`src/hdl/rice_residual_bit_packer_defines.svh`:
```
// Assertion macros of the Rice residual bit packer, used by the back end.
// Depends on nothing; included by the files that carry assertions.
`ifndef RICE_RESIDUAL_BIT_PACKER_DEFINES_SVH
`define RICE_RESIDUAL_BIT_PACKER_DEFINES_SVH

// Same-cycle implication, disabled while reset is asserted
`define RRBP_ASSERT_IMPLY(lbl, clk, rstn, ante, cons, msg) \
    lbl: assert property (@(posedge clk) disable iff (!(rstn)) (ante) |-> (cons)) \
        else $error(msg);

// Next-cycle implication, disabled while reset is asserted
`define RRBP_ASSERT_NEXT(lbl, clk, rstn, ante, cons, msg) \
    lbl: assert property (@(posedge clk) disable iff (!(rstn)) (ante) |=> (cons)) \
        else $error(msg);

`endif

```
`src/hdl/rrbp_pkg.sv`:
```
// Shared types and constants of the Rice residual bit packer.
// No dependencies; used by front, queue, back and top level.
package rrbp_pkg;

    // Largest quotient that is still coded
    localparam int unsigned MAX_QUOTIENT = 448;
    localparam int unsigned QUOT_W       = 9;

    // Configuration register indexes
    localparam logic CFG_RICE_PARAM = 1'b0;
    localparam logic CFG_CAPACITY   = 1'b1;

    localparam logic [4:0]  RICE_PARAM_RST = 5'd0;
    localparam logic [15:0] CAPACITY_RST   = 16'hFFFF;

    // One classified residual as handed from the front to the back
    typedef struct packed {
        logic              last;   // last residual of the frame
        logic              qerr;   // quotient above MAX_QUOTIENT
        logic [QUOT_W-1:0] quot;   // number of leading ones
        logic [31:0]       tail;   // zero stop bit and remainder, left aligned
        logic [5:0]        tlen;   // bits in tail, k + 1
    } item_t;

    // Back-end sequencer states
    typedef enum logic [2:0] {
        ST_IDLE,
        ST_ONES,
        ST_TAIL,
        ST_FLUSH,
        ST_CLOSE
    } back_state_t;

endpackage

```
`src/hdl/rrbp_front.sv`:
```
// Front end: accepts residuals, zigzag maps them and splits the Rice code.
// Depends on rrbp_pkg.
module rrbp_front (
    input  logic                aclk,
    input  logic                aresetn,
    input  logic [4:0]          rice_param,
    input  logic                s_tvalid,
    output logic                s_tready,
    input  logic [31:0]         s_tdata,    // [31:0] residual
    input  logic                s_tlast,    // frame_last
    output logic                item_valid,
    input  logic                item_ready,
    output rrbp_pkg::item_t     item
);

    logic            valid_reg, valid_next;
    rrbp_pkg::item_t item_reg, item_next;
    logic [31:0]     zz;
    logic [31:0]     quot_full;
    logic [31:0]     rem_mask;
    logic            accept;

    // Take a new residual whenever the holding register is free or drains
    assign s_tready = !valid_reg || item_ready;
    assign accept   = s_tvalid && s_tready;

    // Zigzag map, then split into quotient and remainder
    always_comb begin
        zz        = s_tdata[31] ? {~s_tdata[30:0], 1'b1} : {s_tdata[30:0], 1'b0};
        quot_full = zz >> rice_param;
        rem_mask  = (32'h1 << rice_param) - 32'h1;

        item_next.last = s_tlast;
        item_next.qerr = quot_full > 32'(rrbp_pkg::MAX_QUOTIENT);
        item_next.quot = quot_full[rrbp_pkg::QUOT_W-1:0];
        item_next.tail = (zz & rem_mask) << (5'd31 - rice_param);
        item_next.tlen = {1'b0, rice_param} + 6'd1;
    end

    // Hold valid until the queue takes the transfer
    always_comb begin
        if (accept) begin
            valid_next = 1'b1;
        end else if (item_ready) begin
            valid_next = 1'b0;
        end else begin
            valid_next = valid_reg;
        end
    end

    always_ff @(posedge aclk) begin
        if (!aresetn) begin
            valid_reg <= 1'b0;
        end else begin
            valid_reg <= valid_next;
        end
    end

    always_ff @(posedge aclk) begin
        if (accept) begin
            item_reg <= item_next;
        end
    end

    assign item_valid = valid_reg;
    assign item       = item_reg;

endmodule

```
`src/hdl/rrbp_queue.sv`:
```
// Short first-word-fall-through queue of classified residuals.
// Depends on rrbp_pkg; DEPTH must be 2 or more.
module rrbp_queue #(
    parameter int unsigned DEPTH = 2
) (
    input  logic            aclk,
    input  logic            aresetn,
    input  logic            push_valid,
    output logic            push_ready,
    input  rrbp_pkg::item_t push_item,
    output logic            pop_valid,
    input  logic            pop_req,
    output rrbp_pkg::item_t pop_item
);

    localparam int unsigned PTR_W = $clog2(DEPTH);
    localparam int unsigned CNT_W = $clog2(DEPTH + 1);

    rrbp_pkg::item_t    entry_mem [DEPTH];
    logic [PTR_W-1:0]   wr_ptr_reg, wr_ptr_next;
    logic [PTR_W-1:0]   rd_ptr_reg, rd_ptr_next;
    logic [CNT_W-1:0]   count_reg, count_next;
    logic               do_push, do_pop;

    assign push_ready = count_reg != CNT_W'(DEPTH);
    assign pop_valid  = count_reg != '0;
    assign do_push    = push_valid && push_ready;
    assign do_pop     = pop_req && pop_valid;
    assign pop_item   = entry_mem[rd_ptr_reg];

    // Advance pointers with wrap, track fill level
    always_comb begin
        wr_ptr_next = wr_ptr_reg;
        rd_ptr_next = rd_ptr_reg;
        count_next  = count_reg;
        if (do_push) begin
            wr_ptr_next = (wr_ptr_reg == PTR_W'(DEPTH - 1)) ? '0 : wr_ptr_reg + 1'b1;
        end
        if (do_pop) begin
            rd_ptr_next = (rd_ptr_reg == PTR_W'(DEPTH - 1)) ? '0 : rd_ptr_reg + 1'b1;
        end
        if (do_push && !do_pop) begin
            count_next = count_reg + 1'b1;
        end else if (do_pop && !do_push) begin
            count_next = count_reg - 1'b1;
        end
    end

    always_ff @(posedge aclk) begin
        if (!aresetn) begin
            wr_ptr_reg <= '0;
            rd_ptr_reg <= '0;
            count_reg  <= '0;
        end else begin
            wr_ptr_reg <= wr_ptr_next;
            rd_ptr_reg <= rd_ptr_next;
            count_reg  <= count_next;
        end
    end

    // Write the incoming entry
    always_ff @(posedge aclk) begin
        if (do_push) begin
            entry_mem[wr_ptr_reg] <= push_item;
        end
    end

endmodule

```
`src/hdl/rrbp_back.sv`:
```
// Back end: writes Rice code bits into bytes, handles errors and frame close.
// Depends on rrbp_pkg and rice_residual_bit_packer_defines.svh.
`include "rice_residual_bit_packer_defines.svh"

module rrbp_back (
    input  logic            aclk,
    input  logic            aresetn,
    input  logic [15:0]     capacity_bytes,
    input  logic            item_valid,
    output logic            item_pop,
    input  rrbp_pkg::item_t item,
    output logic            m_tvalid,
    input  logic            m_tready,
    output logic [31:0]     m_tdata,    // [7:0] out_byte, [8] frame_status,
                                        // [24:9] byte_total, [31:25] zero
    output logic            m_tlast,    // frame_done
    output logic            m_tuser     // byte_valid
);

    rrbp_pkg::back_state_t state_reg, state_next;

    logic [7:0]                  partial_reg, partial_next;
    logic [2:0]                  bitpos_reg, bitpos_next;
    logic [15:0]                 bytes_reg, bytes_next;
    logic                        err_reg, err_next;
    logic [rrbp_pkg::QUOT_W-1:0] qrem_reg, qrem_next;
    logic [31:0]                 tail_reg, tail_next;
    logic [5:0]                  tlen_reg, tlen_next;
    logic                        last_reg, last_next;

    logic                        out_vld_reg;
    logic [7:0]                  out_byte_reg;
    logic                        out_isbyte_reg;
    logic                        out_done_reg;
    logic                        out_status_reg;
    logic [15:0]                 out_total_reg;

    logic                        out_load;
    logic [7:0]                  ld_byte;
    logic                        ld_isbyte;
    logic                        ld_done;
    logic                        ld_status;
    logic [15:0]                 ld_total;

    logic        out_free;
    logic        in_ones, in_tail;
    logic [3:0]  room, take, end_pos;
    logic [7:0]  seg_mask, seg_src, merged;
    logic        cap_hit, phase_end, step;

    // Bit slice of this cycle: fill the current byte as far as possible
    always_comb begin
        out_free = !out_vld_reg || m_tready;
        in_ones  = state_reg == rrbp_pkg::ST_ONES;
        in_tail  = state_reg == rrbp_pkg::ST_TAIL;
        room     = 4'd8 - {1'b0, bitpos_reg};
        if (in_ones) begin
            take = (qrem_reg < {5'b0, room}) ? qrem_reg[3:0] : room;
        end else begin
            take = (tlen_reg < {2'b0, room}) ? tlen_reg[3:0] : room;
        end
        end_pos   = {1'b0, bitpos_reg} + take;
        seg_mask  = (8'hFF >> bitpos_reg) & ~(8'hFF >> end_pos);
        seg_src   = in_ones ? 8'hFF : tail_reg[31:24];
        merged    = partial_reg | ((seg_src >> bitpos_reg) & seg_mask);
        cap_hit   = (bitpos_reg == 3'd0) && (bytes_reg >= capacity_bytes);
        phase_end = in_ones ? (qrem_reg == {5'b0, take}) : (tlen_reg == {2'b0, take});
        step      = (in_ones || in_tail) && out_free;
    end

    // Next state
    always_comb begin
        state_next = state_reg;
        unique case (state_reg)
            rrbp_pkg::ST_IDLE: begin
                if (item_valid) begin
                    if (err_reg || item.qerr) begin
                        state_next = item.last ? rrbp_pkg::ST_CLOSE : rrbp_pkg::ST_IDLE;
                    end else begin
                        state_next = (item.quot != '0) ? rrbp_pkg::ST_ONES
                                                       : rrbp_pkg::ST_TAIL;
                    end
                end
            end
            rrbp_pkg::ST_ONES: begin
                if (step) begin
                    if (cap_hit) begin
                        state_next = last_reg ? rrbp_pkg::ST_CLOSE : rrbp_pkg::ST_IDLE;
                    end else if (phase_end) begin
                        state_next = rrbp_pkg::ST_TAIL;
                    end
                end
            end
            rrbp_pkg::ST_TAIL: begin
                if (step) begin
                    if (cap_hit) begin
                        state_next = last_reg ? rrbp_pkg::ST_CLOSE : rrbp_pkg::ST_IDLE;
                    end else if (phase_end) begin
                        state_next = last_reg ? rrbp_pkg::ST_FLUSH : rrbp_pkg::ST_IDLE;
                    end
                end
            end
            rrbp_pkg::ST_FLUSH: begin
                if (out_free) begin
                    state_next = rrbp_pkg::ST_CLOSE;
                end
            end
            rrbp_pkg::ST_CLOSE: begin
                if (out_free) begin
                    state_next = rrbp_pkg::ST_IDLE;
                end
            end
            default: begin
                state_next = rrbp_pkg::ST_IDLE;
            end
        endcase
    end

    // Outputs and datapath updates
    always_comb begin
        item_pop     = 1'b0;
        partial_next = partial_reg;
        bitpos_next  = bitpos_reg;
        bytes_next   = bytes_reg;
        err_next     = err_reg;
        qrem_next    = qrem_reg;
        tail_next    = tail_reg;
        tlen_next    = tlen_reg;
        last_next    = last_reg;
        out_load     = 1'b0;
        ld_byte      = 8'd0;
        ld_isbyte    = 1'b0;
        ld_done      = 1'b0;
        ld_status    = 1'b0;
        ld_total     = 16'd0;
        unique case (state_reg)
            rrbp_pkg::ST_IDLE: begin
                // Pop a residual; drop it if the frame is in error or its quotient is too big
                if (item_valid) begin
                    item_pop  = 1'b1;
                    last_next = item.last;
                    qrem_next = item.quot;
                    tail_next = item.tail;
                    tlen_next = item.tlen;
                    if (!err_reg && item.qerr) begin
                        if (bitpos_reg != 3'd0) begin
                            bytes_next = bytes_reg - 16'd1;
                        end
                        partial_next = 8'd0;
                        bitpos_next  = 3'd0;
                        err_next     = 1'b1;
                    end
                end
            end
            rrbp_pkg::ST_ONES, rrbp_pkg::ST_TAIL: begin
                if (step) begin
                    if (cap_hit) begin
                        // No room for another byte: mark the frame bad
                        partial_next = 8'd0;
                        bitpos_next  = 3'd0;
                        err_next     = 1'b1;
                    end else begin
                        if (bitpos_reg == 3'd0) begin
                            bytes_next = bytes_reg + 16'd1;
                        end
                        if (end_pos[3]) begin
                            out_load     = 1'b1;
                            ld_byte      = merged;
                            ld_isbyte    = 1'b1;
                            partial_next = 8'd0;
                            bitpos_next  = 3'd0;
                        end else begin
                            partial_next = merged;
                            bitpos_next  = end_pos[2:0];
                        end
                        if (in_ones) begin
                            qrem_next = qrem_reg - {5'b0, take};
                        end else begin
                            tlen_next = tlen_reg - {2'b0, take};
                            tail_next = tail_reg << take;
                        end
                    end
                end
            end
            rrbp_pkg::ST_FLUSH: begin
                // Emit the zero-padded partial byte, if any
                if (out_free && bitpos_reg != 3'd0) begin
                    out_load     = 1'b1;
                    ld_byte      = partial_reg;
                    ld_isbyte    = 1'b1;
                    partial_next = 8'd0;
                    bitpos_next  = 3'd0;
                end
            end
            rrbp_pkg::ST_CLOSE: begin
                // Report the frame and clear its state
                if (out_free) begin
                    out_load     = 1'b1;
                    ld_done      = 1'b1;
                    ld_status    = err_reg;
                    ld_total     = bytes_reg;
                    partial_next = 8'd0;
                    bitpos_next  = 3'd0;
                    bytes_next   = 16'd0;
                    err_next     = 1'b0;
                end
            end
            default: begin
                item_pop = 1'b0;
            end
        endcase
    end

    // Control state
    always_ff @(posedge aclk) begin
        if (!aresetn) begin
            state_reg   <= rrbp_pkg::ST_IDLE;
            partial_reg <= 8'd0;
            bitpos_reg  <= 3'd0;
            bytes_reg   <= 16'd0;
            err_reg     <= 1'b0;
            out_vld_reg <= 1'b0;
        end else begin
            state_reg   <= state_next;
            partial_reg <= partial_next;
            bitpos_reg  <= bitpos_next;
            bytes_reg   <= bytes_next;
            err_reg     <= err_next;
            if (out_free) begin
                out_vld_reg <= out_load;
            end
        end
    end

    // Payload registers of the current residual and the output stage
    always_ff @(posedge aclk) begin
        qrem_reg <= qrem_next;
        tail_reg <= tail_next;
        tlen_reg <= tlen_next;
        last_reg <= last_next;
        if (out_load) begin
            out_byte_reg   <= ld_byte;
            out_isbyte_reg <= ld_isbyte;
            out_done_reg   <= ld_done;
            out_status_reg <= ld_status;
            out_total_reg  <= ld_total;
        end
    end

    assign m_tvalid = out_vld_reg;
    assign m_tdata  = {7'd0, out_total_reg, out_status_reg, out_byte_reg};
    assign m_tlast  = out_done_reg;
    assign m_tuser  = out_isbyte_reg;

    `RRBP_ASSERT_IMPLY(a_no_byte_in_error, aclk, aresetn,
        out_load && ld_isbyte, !err_reg, "byte produced in a frame already in error")
    `RRBP_ASSERT_IMPLY(a_ones_nonzero, aclk, aresetn,
        state_reg == rrbp_pkg::ST_ONES, qrem_reg != '0, "ones phase with no ones left")
    `RRBP_ASSERT_IMPLY(a_tail_nonzero, aclk, aresetn,
        state_reg == rrbp_pkg::ST_TAIL, tlen_reg != 6'd0, "tail phase with no bits left")
    `RRBP_ASSERT_NEXT(a_close_clears, aclk, aresetn,
        state_reg == rrbp_pkg::ST_CLOSE && out_free,
        !err_reg && bytes_reg == 16'd0 && bitpos_reg == 3'd0,
        "frame state not cleared after close")

endmodule

```
`src/hdl/rice_residual_bit_packer.sv`:
```
// Throughput: a residual is popped from the queue, then written one byte slice per
// cycle in each of its ones and remainder phases while the output is free; the next
// residual is popped only after that. A frame's last residual then passes through
// the flush state (skipped once the frame is in error) and the close state.
// Reset: aresetn is synchronous, active low; it empties the queue, clears the frame
// and loads rice_param = 0, capacity_bytes = 65535.
module rice_residual_bit_packer #(
    parameter int unsigned QUEUE_DEPTH = 2
) (
    input  logic        aclk,
    input  logic        aresetn,
    // Configuration write port
    input  logic        cfg_wr_en,
    input  logic        cfg_addr,
    input  logic [15:0] cfg_wr_data,
    // Residual stream
    input  logic        s_tvalid,
    output logic        s_tready,
    input  logic [31:0] s_tdata,    // [31:0] residual
    input  logic        s_tlast,    // frame_last
    // Packed byte stream
    output logic        m_tvalid,
    input  logic        m_tready,
    output logic [31:0] m_tdata,    // [7:0] out_byte, [8] frame_status,
                                    // [24:9] byte_total, [31:25] zero
    output logic        m_tlast,    // frame_done
    output logic        m_tuser     // byte_valid
);

    logic [4:0]      rice_param_reg;
    logic [15:0]     capacity_reg;

    logic            fr_valid, fr_ready;
    rrbp_pkg::item_t fr_item;
    logic            qu_valid, qu_pop;
    rrbp_pkg::item_t qu_item;

    // Configuration registers
    always_ff @(posedge aclk) begin
        if (!aresetn) begin
            rice_param_reg <= rrbp_pkg::RICE_PARAM_RST;
            capacity_reg   <= rrbp_pkg::CAPACITY_RST;
        end else if (cfg_wr_en) begin
            unique case (cfg_addr)
                rrbp_pkg::CFG_RICE_PARAM: rice_param_reg <= cfg_wr_data[4:0];
                rrbp_pkg::CFG_CAPACITY:   capacity_reg   <= cfg_wr_data;
                default:                  capacity_reg   <= capacity_reg;
            endcase
        end
    end

    rrbp_front u_front (
        .aclk       (aclk),
        .aresetn    (aresetn),
        .rice_param (rice_param_reg),
        .s_tvalid   (s_tvalid),
        .s_tready   (s_tready),
        .s_tdata    (s_tdata),
        .s_tlast    (s_tlast),
        .item_valid (fr_valid),
        .item_ready (fr_ready),
        .item       (fr_item)
    );

    rrbp_queue #(
        .DEPTH (QUEUE_DEPTH)
    ) u_queue (
        .aclk       (aclk),
        .aresetn    (aresetn),
        .push_valid (fr_valid),
        .push_ready (fr_ready),
        .push_item  (fr_item),
        .pop_valid  (qu_valid),
        .pop_req    (qu_pop),
        .pop_item   (qu_item)
    );

    rrbp_back u_back (
        .aclk           (aclk),
        .aresetn        (aresetn),
        .capacity_bytes (capacity_reg),
        .item_valid     (qu_valid),
        .item_pop       (qu_pop),
        .item           (qu_item),
        .m_tvalid       (m_tvalid),
        .m_tready       (m_tready),
        .m_tdata        (m_tdata),
        .m_tlast        (m_tlast),
        .m_tuser        (m_tuser)
    );

endmodule
```
`config.mk`:
```
export PLATFORM = sky130hd
export DESIGN_NAME = rice_residual_bit_packer
export DESIGN_NICKNAME = d
export VERILOG_FILES = /design/src/hdl/rrbp_pkg.sv /design/src/hdl/rrbp_front.sv /design/src/hdl/rrbp_queue.sv /design/src/hdl/rrbp_back.sv /design/src/hdl/rice_residual_bit_packer.sv
export VERILOG_INCLUDE_DIRS = /design/src /design/src/hdl
export SDC_FILE = /design/constraint.sdc
export NUM_CORES = 1
export LEC_CHECK = 0
export BUFFER_PORTS_ARGS = -buffer_cell sky130_fd_sc_hd__clkbuf_2
export CAP_MARGIN = 20
export CORE_AREA = 2 2 189 191
export DETAILED_ROUTE_END_ITERATION = 10
export DIE_AREA = 0 0 191 193
export HOLD_SLACK_MARGIN = 0.15
export PLACE_DENSITY = 0.81
export SETUP_SLACK_MARGIN = 0.3
export SYNTH_ARGS = -nofsm -noshare
export SYNTH_HDL_FRONTEND = slang
export SYNTH_SLANG_ARGS = --single-unit
```
`constraint.sdc`:
```
create_clock -name aclk -period 9.6 [get_ports aclk]
set_input_delay 0.96 -clock aclk [delete_from_list [all_inputs] [get_ports aclk]]
set_output_delay 0.96 -clock aclk [all_outputs]
set_load 0.05 [all_outputs]
```
Yosys cells after proc, flatten, opt, wreduce, memory -nomap -nowiden. Memory sizes are Yosys's and may differ from the RTL's. A register that Yosys moved wholly into a read port is not among the register bits. Index checks and enable logic that the tools add are counted.

Register bits after elaboration: 182. Bits in writable memories: 98. Bits of input ports: 55. Logic and storage cells: 209. Memories: 1.

Add/sub/neg operators: 13. $lt $le $gt $ge: 4. Eq/ne operators: 23. Shifts and indexed selects: 7. Mux-type cells: 89. Bitwise logic cells: 7. Reductions and logical operators: 39.

Memory list: u_queue.entry_mem (depth 2, width 49, rd ports 1, clocked after Yosys merged registers in 1, wr ports 1, RTL line rrbp_queue.sv:19) `rrbp_pkg::item_t entry_mem [DEPTH];`.

Operators with widths (count): $mux W32 (5); $mux W16 (7); $mux W8 (12); $pmux W32 S2 (1); $mux W3 (18); $pmux W16 S3 (1); $mux W9 (4); $and A32 B32 Y32 (1); $gt A32 B9 Y1 const B (1); $pmux W8 S4 (1); $shl A1 B5 Y32 const A (1); $shl A32 B4 Y32 (1); $shl A32 B5 Y32 (1); $shr A32 B5 Y32 (1); $sub A32 B1 Y32 const B (1); $not A31 Y31 (1); $mux W6 (4); $mux W1 (21); $ne A2 B1 Y1 const B (9); $pmux W9 S2 (1); $add A16 B1 Y16 const B (1); $and A8 B8 Y8 (2); $ge A16 B16 Y1 (1); $pmux W8 S2 (1); 46 further kinds (85).

Longest topological paths before layout. Gate-level depths: netlist of the first run.

Depth in word-level cells: 14. Mapped depth: 20. Gate-level depth less buffers: 18.

Hierarchy. A second synthesis of the first run with hierarchy kept.

Cells, all modules: 1992. Area, all modules: 19989.2 µm².

By module, submodules not included: rrbp_back (times used 1, cells each 866, area each 7966.4 µm², seq. area each 2892.8 µm²); rrbp_front (times used 1, cells each 854, area each 7350.8 µm², seq. area each 1491.4 µm²); rrbp_queue (times used 1, cells each 176, area each 3771.1 µm², seq. area each 3042.9 µm²); rice_residual_bit_packer (times used 1, cells each 96, area each 900.9 µm², seq. area each 420.4 µm²).

Least setup slack after synthesis of the first run. OpenSTA, ideal clock, no wires.

Path kind: register to register. Start point: register capacity_reg[13]. End point: register u_back.tail_reg[30] (enable). Setup time: 0.310 ns. Arrival: 8.358 ns. Data required time: 9.290 ns. Setup slack: 0.932 ns. Stages on the path, launching flop included: 11. Buffers on the path: 0. Clock period less this slack: 8.668 ns. Path through: dfxtp_1 inv_1 ha_1 a21o_1 a21o_1 or4_1 o221a_2 o21ai_0 nand2_1 a2111oi_0 o21a_1.

Cells in the longest elaborated chain, start to end: 4.

Ends and longest elaborated chain: start: declaration (RTL line rice_residual_bit_packer.sv:31) `logic [15:0] capacity_reg;`; start signal: assignment (RTL line rice_residual_bit_packer.sv:42) `capacity_reg <= rrbp_pkg::CAPACITY_RST;`; start signal: assignment (RTL line rice_residual_bit_packer.sv:46) `rrbp_pkg::CFG_CAPACITY: capacity_reg <= cfg_wr_data;`; start signal: assignment (RTL line rice_residual_bit_packer.sv:47) `default: capacity_reg <= capacity_reg;`; $ge A16 B16 Y1 (RTL line rrbp_back.sv:66) `cap_hit = (bitpos_reg == 3'd0) && (bytes_reg >= capacity_bytes);`; $logic_and A1 B1 Y1 (RTL line rrbp_back.sv:66); $ne A2 B2 Y1 (no line); $reduce_and A5 Y1 (no line); end signal: assignment (RTL line rrbp_back.sv:238) `tail_reg <= tail_next;`; end: declaration (RTL line rrbp_back.sv:27) `logic [31:0] tail_reg, tail_next;`.

Every way passes these cells. A chain may end at the register's enable or synchronous reset.

Worst setup path in the final report of the first run.
Start point: register u_back.bitpos_reg[0]. End point: register u_back.state_reg[1].

Cells in the longest elaborated chain, start to end: 8. Elaborated cells on any way between the ends: 19. Classes of those cells: add/sub (1); order compare (2); eq/ne (4); mux (9); reduce/logical (3).

Ends and longest elaborated chain: start: declaration (RTL line rrbp_back.sv:23) `logic [2:0] bitpos_reg, bitpos_next;`; start signal: assignment (RTL line rrbp_back.sv:226) `bitpos_reg <= bitpos_next;`; $sub A4 B3 Y4 (RTL line rrbp_back.sv:56) `room = 4'd8 - {1'b0, bitpos_reg};`; $lt A9 B4 Y1 / $lt A6 B4 Y1 (equally long branches) (RTL line rrbp_back.sv:58, rrbp_back.sv:60); $mux W4, on equally long branches (RTL line rrbp_back.sv:58, rrbp_back.sv:60); $mux W4 (RTL line rrbp_back.sv:57) `if (in_ones) begin`; $eq A9 B4 Y1 / $eq A6 B4 Y1 (equally long branches) (RTL line rrbp_back.sv:67) `phase_end = in_ones ? (qrem_reg == {5'b0, take}) : (tlen_reg == {2'b0, take});`; $mux W1 (RTL line rrbp_back.sv:67); $ne A3 B3 Y1 (no line); $reduce_and A7 Y1 (no line); end signal: assignment (RTL line rrbp_back.sv:217) `state_reg <= rrbp_pkg::ST_IDLE;`; end signal: assignment (RTL line rrbp_back.sv:224) `state_reg <= state_next;`; end: declaration (RTL line rrbp_back.sv:20) `rrbp_pkg::back_state_t state_reg, state_next;`.

Several ways; a longest one is shown, not always the timed one. The select of a mux whose other input is x is not followed.

==> results by group, run 1 <==
Clock network
  – CTS Hold Buffers Added: 0
  – # H-tree levels: 1
  – CTS tree: done
  – CTS buffer count: 28
  – Clock latency on the worst-skew pair: 540 ps
  – Cts repair resizes: 0
  – Clock Sinks: 281
  – Reg clk slew, reported paths: 60 ps
  – Clock root buffer: clkbuf_16
  – Post-CTS setup repair buffer count: 0
  – Clock Path Buffers: 3

Floorplan
  – Core area: 35000 um^2
  – Horiz. Die Dim: 191 um
  – Starting Density: 0.544
  – I/O Pins: 91
  – Die H: 193 um
  – Die area: 36900 um^2
  – Num rows: 69

Route
  – Drt total wl: 54000 um
  – Drt first pass iters: 6
  – WL/cell: 22.6 um
  – ANT nets after route: 0
  – Total vias in the final route: 15.7k
  – Detailed Route Iter0 Violations: 1644
  – Vias per inst: 6.55
  – # DRC: 0

Min path
  – HP Class: reg -> reg

Logic synthesis
  – Yosys cell types: 90
  – Share of the synthesized area in the top cell type: 0.351
  – Asr flop ratio synth: 0
  – Yosys reg bits: 281
  – Syn Std Cell Area: 19000 um^2
  – Top FF cell, synth: edfxtp_1
  – Mapped Cells: 1917
  – Ys Warns: 0
  – Syn Area/Cell: 9.92 um^2
  – Sequential area share after synthesis: 0.413
  – Synth area leader: edfxtp_1
  – Count leader, synth: edfxtp_1
  – Area contributors post-synth: edfxtp_1 35%, mux2i_1 8.8%, dfxtp_1 6.2%, ha_1 3.8%, xnor2_1 3.4%
  – Most common library cells after synthesis: 222 x edfxtp_1, 169 x nor2_1, 168 x mux2i_1
  – Post-synth EDFFs: 222

STA
  – Max Clock Freq: 0.167 GHz
  – Tightest Pin Transition: 1120 ps
  – RSZ-0062 raised after global routing: false
  – Max-slew headroom at the worst pin: 0.245
  – Endpoints failing hold: 0
  – Period utilization: 0.624
  – Final Max Tran Viols: 0
  – Setup TNS: 0 ps
  – Setup ws final: 3610 ps
  – Final Skew: 12.8 ps
  – Fin crit period: 5990 ps
  – Final setup viols: 0

Setup path
  – Kind of critical path: reg -> reg
  – Crit path capture type: flop
  – Top Family by Delay on Critical Path: compound AO/OA/AOI/OAI gates
  – Worst-path fanout max: 22
  – Critical path arrival: 6410 ps
  – Most used cell, CP: ha_1
  – CP max-delay cell: clkinv_1
  – CP cell instances: inv_1 > ha_1 > inv_1 > ha_1 > a221o_1 > a21o_1 > nand2_1 > o21a_1 > clkinv_1 > ha_1 > nand4_1 > nor4_1 > or3_1 > o21ai_0 > nor2b_1 > nor3_1
  – Required @ worst endpoint: 10020 ps
  – Buffers plus inverters on the worst setup path: 3
  – CP peak stage delay: 840 ps
  – Setup crit start kind: flop

Placed design
  – GPL Wtd Cong: 0.963
  – Hpwl dp: 38900 um
  – Pre-CTS WS: 3280 ps
  – Port-buffer cells: 83

Flow run
  – Max Cap Violations: 0

Layout
  – Nets: 2029
  – Layout cell share with drive strength beyond 1: 0.122
  – Area Overhead vs Synth: 8.32%
  – Fin util: 0.589
  – Max reg flops: 98

Global routing
  – Initial antenna violation count: 1
  – Largest net degree at the start of global routing: 57
  – Global Route Usage Sum: 0.289
  – Met3 track utilization from global routing: 0.0279
  – First-pass GRT wire length: 84200 um
  – Met1 Track Usage GR: 0.395
  – Vias in the first global route: 14.8k
  – Gr busiest metal: met2
  – Grt total ovfl: 0
  – Met2 Track Usage GR: 0.474

Pwr
  – Leak: 7.73 nW
  – Total design power: 6.02 mW
  – Pwr Density: 292 nW/um^2
  – VDD IR-drop max: 0.263 mV

Run status
  – Outcome: finished, final reports clean
[power breakdown]
part	internal, mW	switching, mW
combinational	1.05	1.89
clock	0.663	0.448
sequential	1.74	0.235
total	3.45	2.57
[cell usage in the layout, fill, tap and decap left out, types with 28 or more instances in the layout]
master	instances
nand3_1	33
a21oi_1	112
mux2i_1	168
mux2_2	31
nor2_1	168
xnor2_1	73
nand2_1	131
a211oi_1	33
dfxtp_1	53
xor2_1	34
inv_1	54
nand2b_1	28
ha_1	58
edfxtp_1	222
nor3_1	44
clkbuf_16	30
o21ai_0	76
clkbuf_2	83
[kinds of logic (layout without fill, tap and decap cells)]
group | Yosys count | in the layout | synth area share
fa+ha+maj | 61 | 61 | 0.0413
xor+xnor | 107 | 107 | 0.0493
mux | 222 | 222 | 0.134
compound gates | 479 | 479 | 0.172
flops | 281 | 281 | 0.413
buf+inv | 206 | 215 | 0.0459
simple gates | 560 | 560 | 0.145
other cells | 1 | 8 | 0.000197
[area by class of cell]
type,count,area (um^2)
diodes,1,2.50
clock buffers,38,801
clock inverters,11,140
fillers,2905,14400
inverters,60,225
multi-input cells,1436,10400
flip-flops and latches,281,7860
well taps,461,577
repair buffers,106,641
[routing by layer]
| metal | share of wire | vias up |
|---|---|---|
| met1 | 0.42 | 7479 |
| met3 | 0.073 | 158 |
| met5 | 0 | - |
| li1 | - | 7224 |
| met2 | 0.46 | 811 |
| met4 | 0.041 | 0 |
[per-stage QoR]
stage	hold WS [ps]	cells	area (um^2)
2_1_floorplan	408	1923	19000
3_3_place_gp	426	2340	19600
3_5_place_dp	430	2340	19600
4_1_cts	445	2389	20500
5_1_grt	456	2393	20600
6_report	442	2394	20600
[path summary, 6_finish.rpt]
kind | startpoint | to | slack [ps] | cells past startpoint
max reg2reg | u_back.bitpos_reg[0] | u_back.state_reg[1] | 3610 | 16
min | u_front.item[47] | u_queue.entry_mem[0][47] | 440 | 0
min reg2reg | u_front.item[47] | u_queue.entry_mem[0][47] | 440 | 0
max | u_back.bitpos_reg[0] | u_back.state_reg[1] | 3610 | 16
Power figures use the tool's default switching activity.
==> run 2: changes to the inputs <==
- ABC_AREA: default -> 1
- CORE_AREA: 2 2 189 191 -> 2 2 191 193
- DIE_AREA: 0 0 191 193 -> 0 0 193 195
- PLACE_DENSITY: 0.81 -> 0.84
- clock period: 9.6 -> 5.3 ns (I/O delays scaled with it)
==> results by group, run 2 <==
Run status
  – Outcome: finished, final reports clean

Logic synthesis
  – Syn Area/Cell: 7.54 um^2 (-24%)
  – Synth area leader: edfxtp_1
  – Mapped Cells: 2568 (+34%)
  – Most common library cells after synthesis: 733 x nand2_1, 397 x nand3_1, 222 x edfxtp_1
  – Post-synth EDFFs: 222 (unchanged)
  – Sequential area share after synthesis: 0.405 (-0.00723)
  – Top FF cell, synth: edfxtp_1
  – Syn Std Cell Area: 19400 um^2 (+1.8%)
  – Yosys reg bits: 281 (unchanged)
  – Area contributors post-synth: edfxtp_1 34%, nand2_1 14%, nand3_1 10%, dfxtp_1 6.1%, nor2_1 3.8%
  – Asr flop ratio synth: 0 (unchanged)
  – Yosys cell types: 60 (-33%)
  – Count leader, synth: nand2_1
  – Ys Warns: 0 (unchanged)
  – Share of the synthesized area in the top cell type: 0.344 (-0.00614)

Global routing
  – Grt total ovfl: 0 (unchanged)
  – Global Route Usage Sum: 0.278 (-0.0117)
  – Vias in the first global route: 16.5k (+11%)
  – First-pass GRT wire length: 84500 um (+0.33%)
  – Largest net degree at the start of global routing: 58 (+1.8%)
  – Initial antenna violation count: 1 (unchanged)

Min path
  – HP Class: in -> reg
  – Hold depth: 1 (+1)

Clock network
  – Clock Sinks: 281 (unchanged)
  – CTS buffer count: 28 (unchanged)
  – Reg clk slew, reported paths: 70 ps (about the same)
  – CTS tree: done
  – Clock Path Buffers: 3 (unchanged)
  – Clock root buffer: clkbuf_16
  – Post-CTS setup repair buffer count: 0 (unchanged)
  – # H-tree levels: 1 (unchanged)
  – Clock latency on the worst-skew pair: 540 ps (about the same)
  – CTS Hold Buffers Added: 0 (unchanged)

Layout
  – Nets: 2691 (+33%)
  – Finished Layout Cells: 3057 (+28%)
  – Area Overhead vs Synth: 7.58%
  – Most frequent cells in the layout: 731 x nand2_1, 397 x nand3_1, 222 x edfxtp_1
  – Fill count: 3166 (+9.0%)
  – Max reg flops: 98 (unchanged)
  – Fin util: 0.588 (-0.000857)
  – Layout cell share with drive strength beyond 1: 0.109 (-0.0127)
  – Leading cell type in the layout, fill and taps excluded: nand2_1
  – Fin area: 20800 um^2 (+1.1%)

STA
  – Period utilization: 0.842 (+0.218)
  – Final setup viols: 0 (unchanged)
  – Final Skew: 15.4 ps (+2.57 ps)
  – RSZ-0062 raised after global routing: false
  – Fin crit period: 4460 ps (-1530 ps)
  – Setup TNS: 0 ps (unchanged)
  – Max Clock Freq: 0.224 GHz (+34%)
  – Endpoints failing hold: 0 (unchanged)
  – Max-slew headroom at the worst pin: 0.278 (+0.0327)
  – Final Max Tran Viols: 0 (unchanged)
  – Tightest Pin Transition: 1080 ps (-40.4 ps)

Route
  – # DRC: 0 (unchanged)
  – Total vias in the final route: 17.7k (+13%)
  – Drt total wl: 52600 um (-2.7%)
  – ANT nets after route: 0 (unchanged)
  – Drt first pass iters: 6 (unchanged)
  – WL/cell: 17.2 um (-24%)
  – Detailed Route Iter0 Violations: 1979 (+20%)
  – Vias per inst: 5.80 (-11%)

Pwr
  – VDD IR-drop max: 0.633 mV (+140%)
  – Pwr Density: 611 nW/um^2 (+110%)
  – Leak: 9.35 nW (+21%)

Floorplan
  – Num rows: 69 (unchanged)
  – Core area: 35400 um^2 (+1.2%)
  – Horiz. Die Dim: 193 um (+1.0%)
  – I/O Pins: 91 (unchanged)
  – Die area: 37600 um^2 (+2.1%)
  – Die H: 195 um (+1.0%)
  – Starting Density: 0.547 (+0.00295)

Setup path
  – Setup crit start kind: flop
  – Kind of critical path: reg -> reg
  – Crit path capture type: flop
  – Required @ worst endpoint: 5530 ps (-4490 ps)
  – Worst-path fanout max: 31 (+41%)
  – Critical path arrival: 4690 ps (-1720 ps)
  – FF-to-FF path depth: 23 (+7)

Placed design
  – Area after DPL: 19900 um^2 (+1.4%)
  – Port-buffer cells: 83 (unchanged)
  – Hpwl dp: 38600 um (-0.83%)
  – Inst Count DP: 3005 (+28%)
  – GPL Wtd Cong: 0.992 (+3.1%)

Flow run
  – Max Cap Violations: 0 (unchanged)
## run 2: stage by stage
| step | hold WS [ps] | setup WS, ps | total power, mW |
|---|---|---|---|
| 2_1_floorplan | 409 | 1100 | 9.01 |
| 3_3_place_gp | 424 | 664 | 10.4 |
| 3_5_place_dp | 430 | 510 | 10.6 |
| 4_1_cts | 152 | 501 | 12.6 |
| 5_1_grt | 160 | 446 | 13.7 |
| 6_report | 165 | 839 | 12.7 |
## run 2: worst max-delay path: stages (launching register included)
cell and delay [ps]:
dfxtp_1 430, clkinv_1 250, ha_1 270, ha_1 270, inv_1 100, a21oi_1 150, nand2_1 60, nand2_1 70
nand2_1 130, nand2_1 90, o21ai_0 90, nand2_1 80, nand2_2 90, inv_4 230, ha_1 320, a21o_1 190
a21oi_1 170, nand2_1 160, nand2_4 160, nand3_4 150, nand2_4 110, inv_2 70, nand2_2 200, buf_4 310
## run 2: per-layer routing
metal  up-vias  wire [um]  track usage
li1       8677          -            -
met4         0       1770       0.0912
met5         -          0            0
met1      8197      21800        0.376
met3       113       3720       0.0318
met2       740      25300        0.463
## run 2: where the power goes
| group | internal (mW) | leakage, nW | total [mW] | switching, mW |
|---|---|---|---|---|
| registers | 3.24 | 2.60 | 3.63 | 0.390 |
| logic | 2.21 | 6.30 | 7.10 | 4.89 |
| clock network | 1.16 | 0.450 | 1.99 | 0.839 |
## run 2: kinds of logic (layout without fill, tap and decap cells)
group           after synthesis  in the layout  synth area share
simple gates               1482           1482             0.344
compound gates              347            347             0.102
buf+inv                     337            358            0.0765
flops                       281            281             0.405
fa+ha+maj                    61             61            0.0406
xor+xnor                     46             46            0.0247
mux                          13             13           0.00672
other cells                   1              8          0.000194
## run 2: cell type report
cell class,instances,area (um^2),share of cell area
diodes,1,2.50,0.000120
clock buffers,30,739,0.0355
clock inverters,20,195,0.00937
inverters,200,756,0.0363
multi-input cells,1956,10100,0.484
flip-flops and latches,281,7860,0.377
well taps,461,577,0.0277
repair buffers,108,623,0.0299
## run 2: repair_timing
action,4_1_cts,5_1_grt
endpoints found under the setup margin,0,18
resized for setup,0,4
hold endpoints to repair,0,0
## run 2: final timing paths
| kind | slack [ps] | end | startpoint |
|---|---|---|---|
| setup / recovery | 840 | u_back.out_total_reg[1] | u_back.bitpos_reg[1] |
| hold / removal | 170 | u_front.item[48] | s_tlast |
| setup reg to reg | 840 | u_back.out_total_reg[1] | u_back.bitpos_reg[1] |
| hold reg to reg | 450 | u_queue.entry_mem[0][15] | u_front.item[15] |
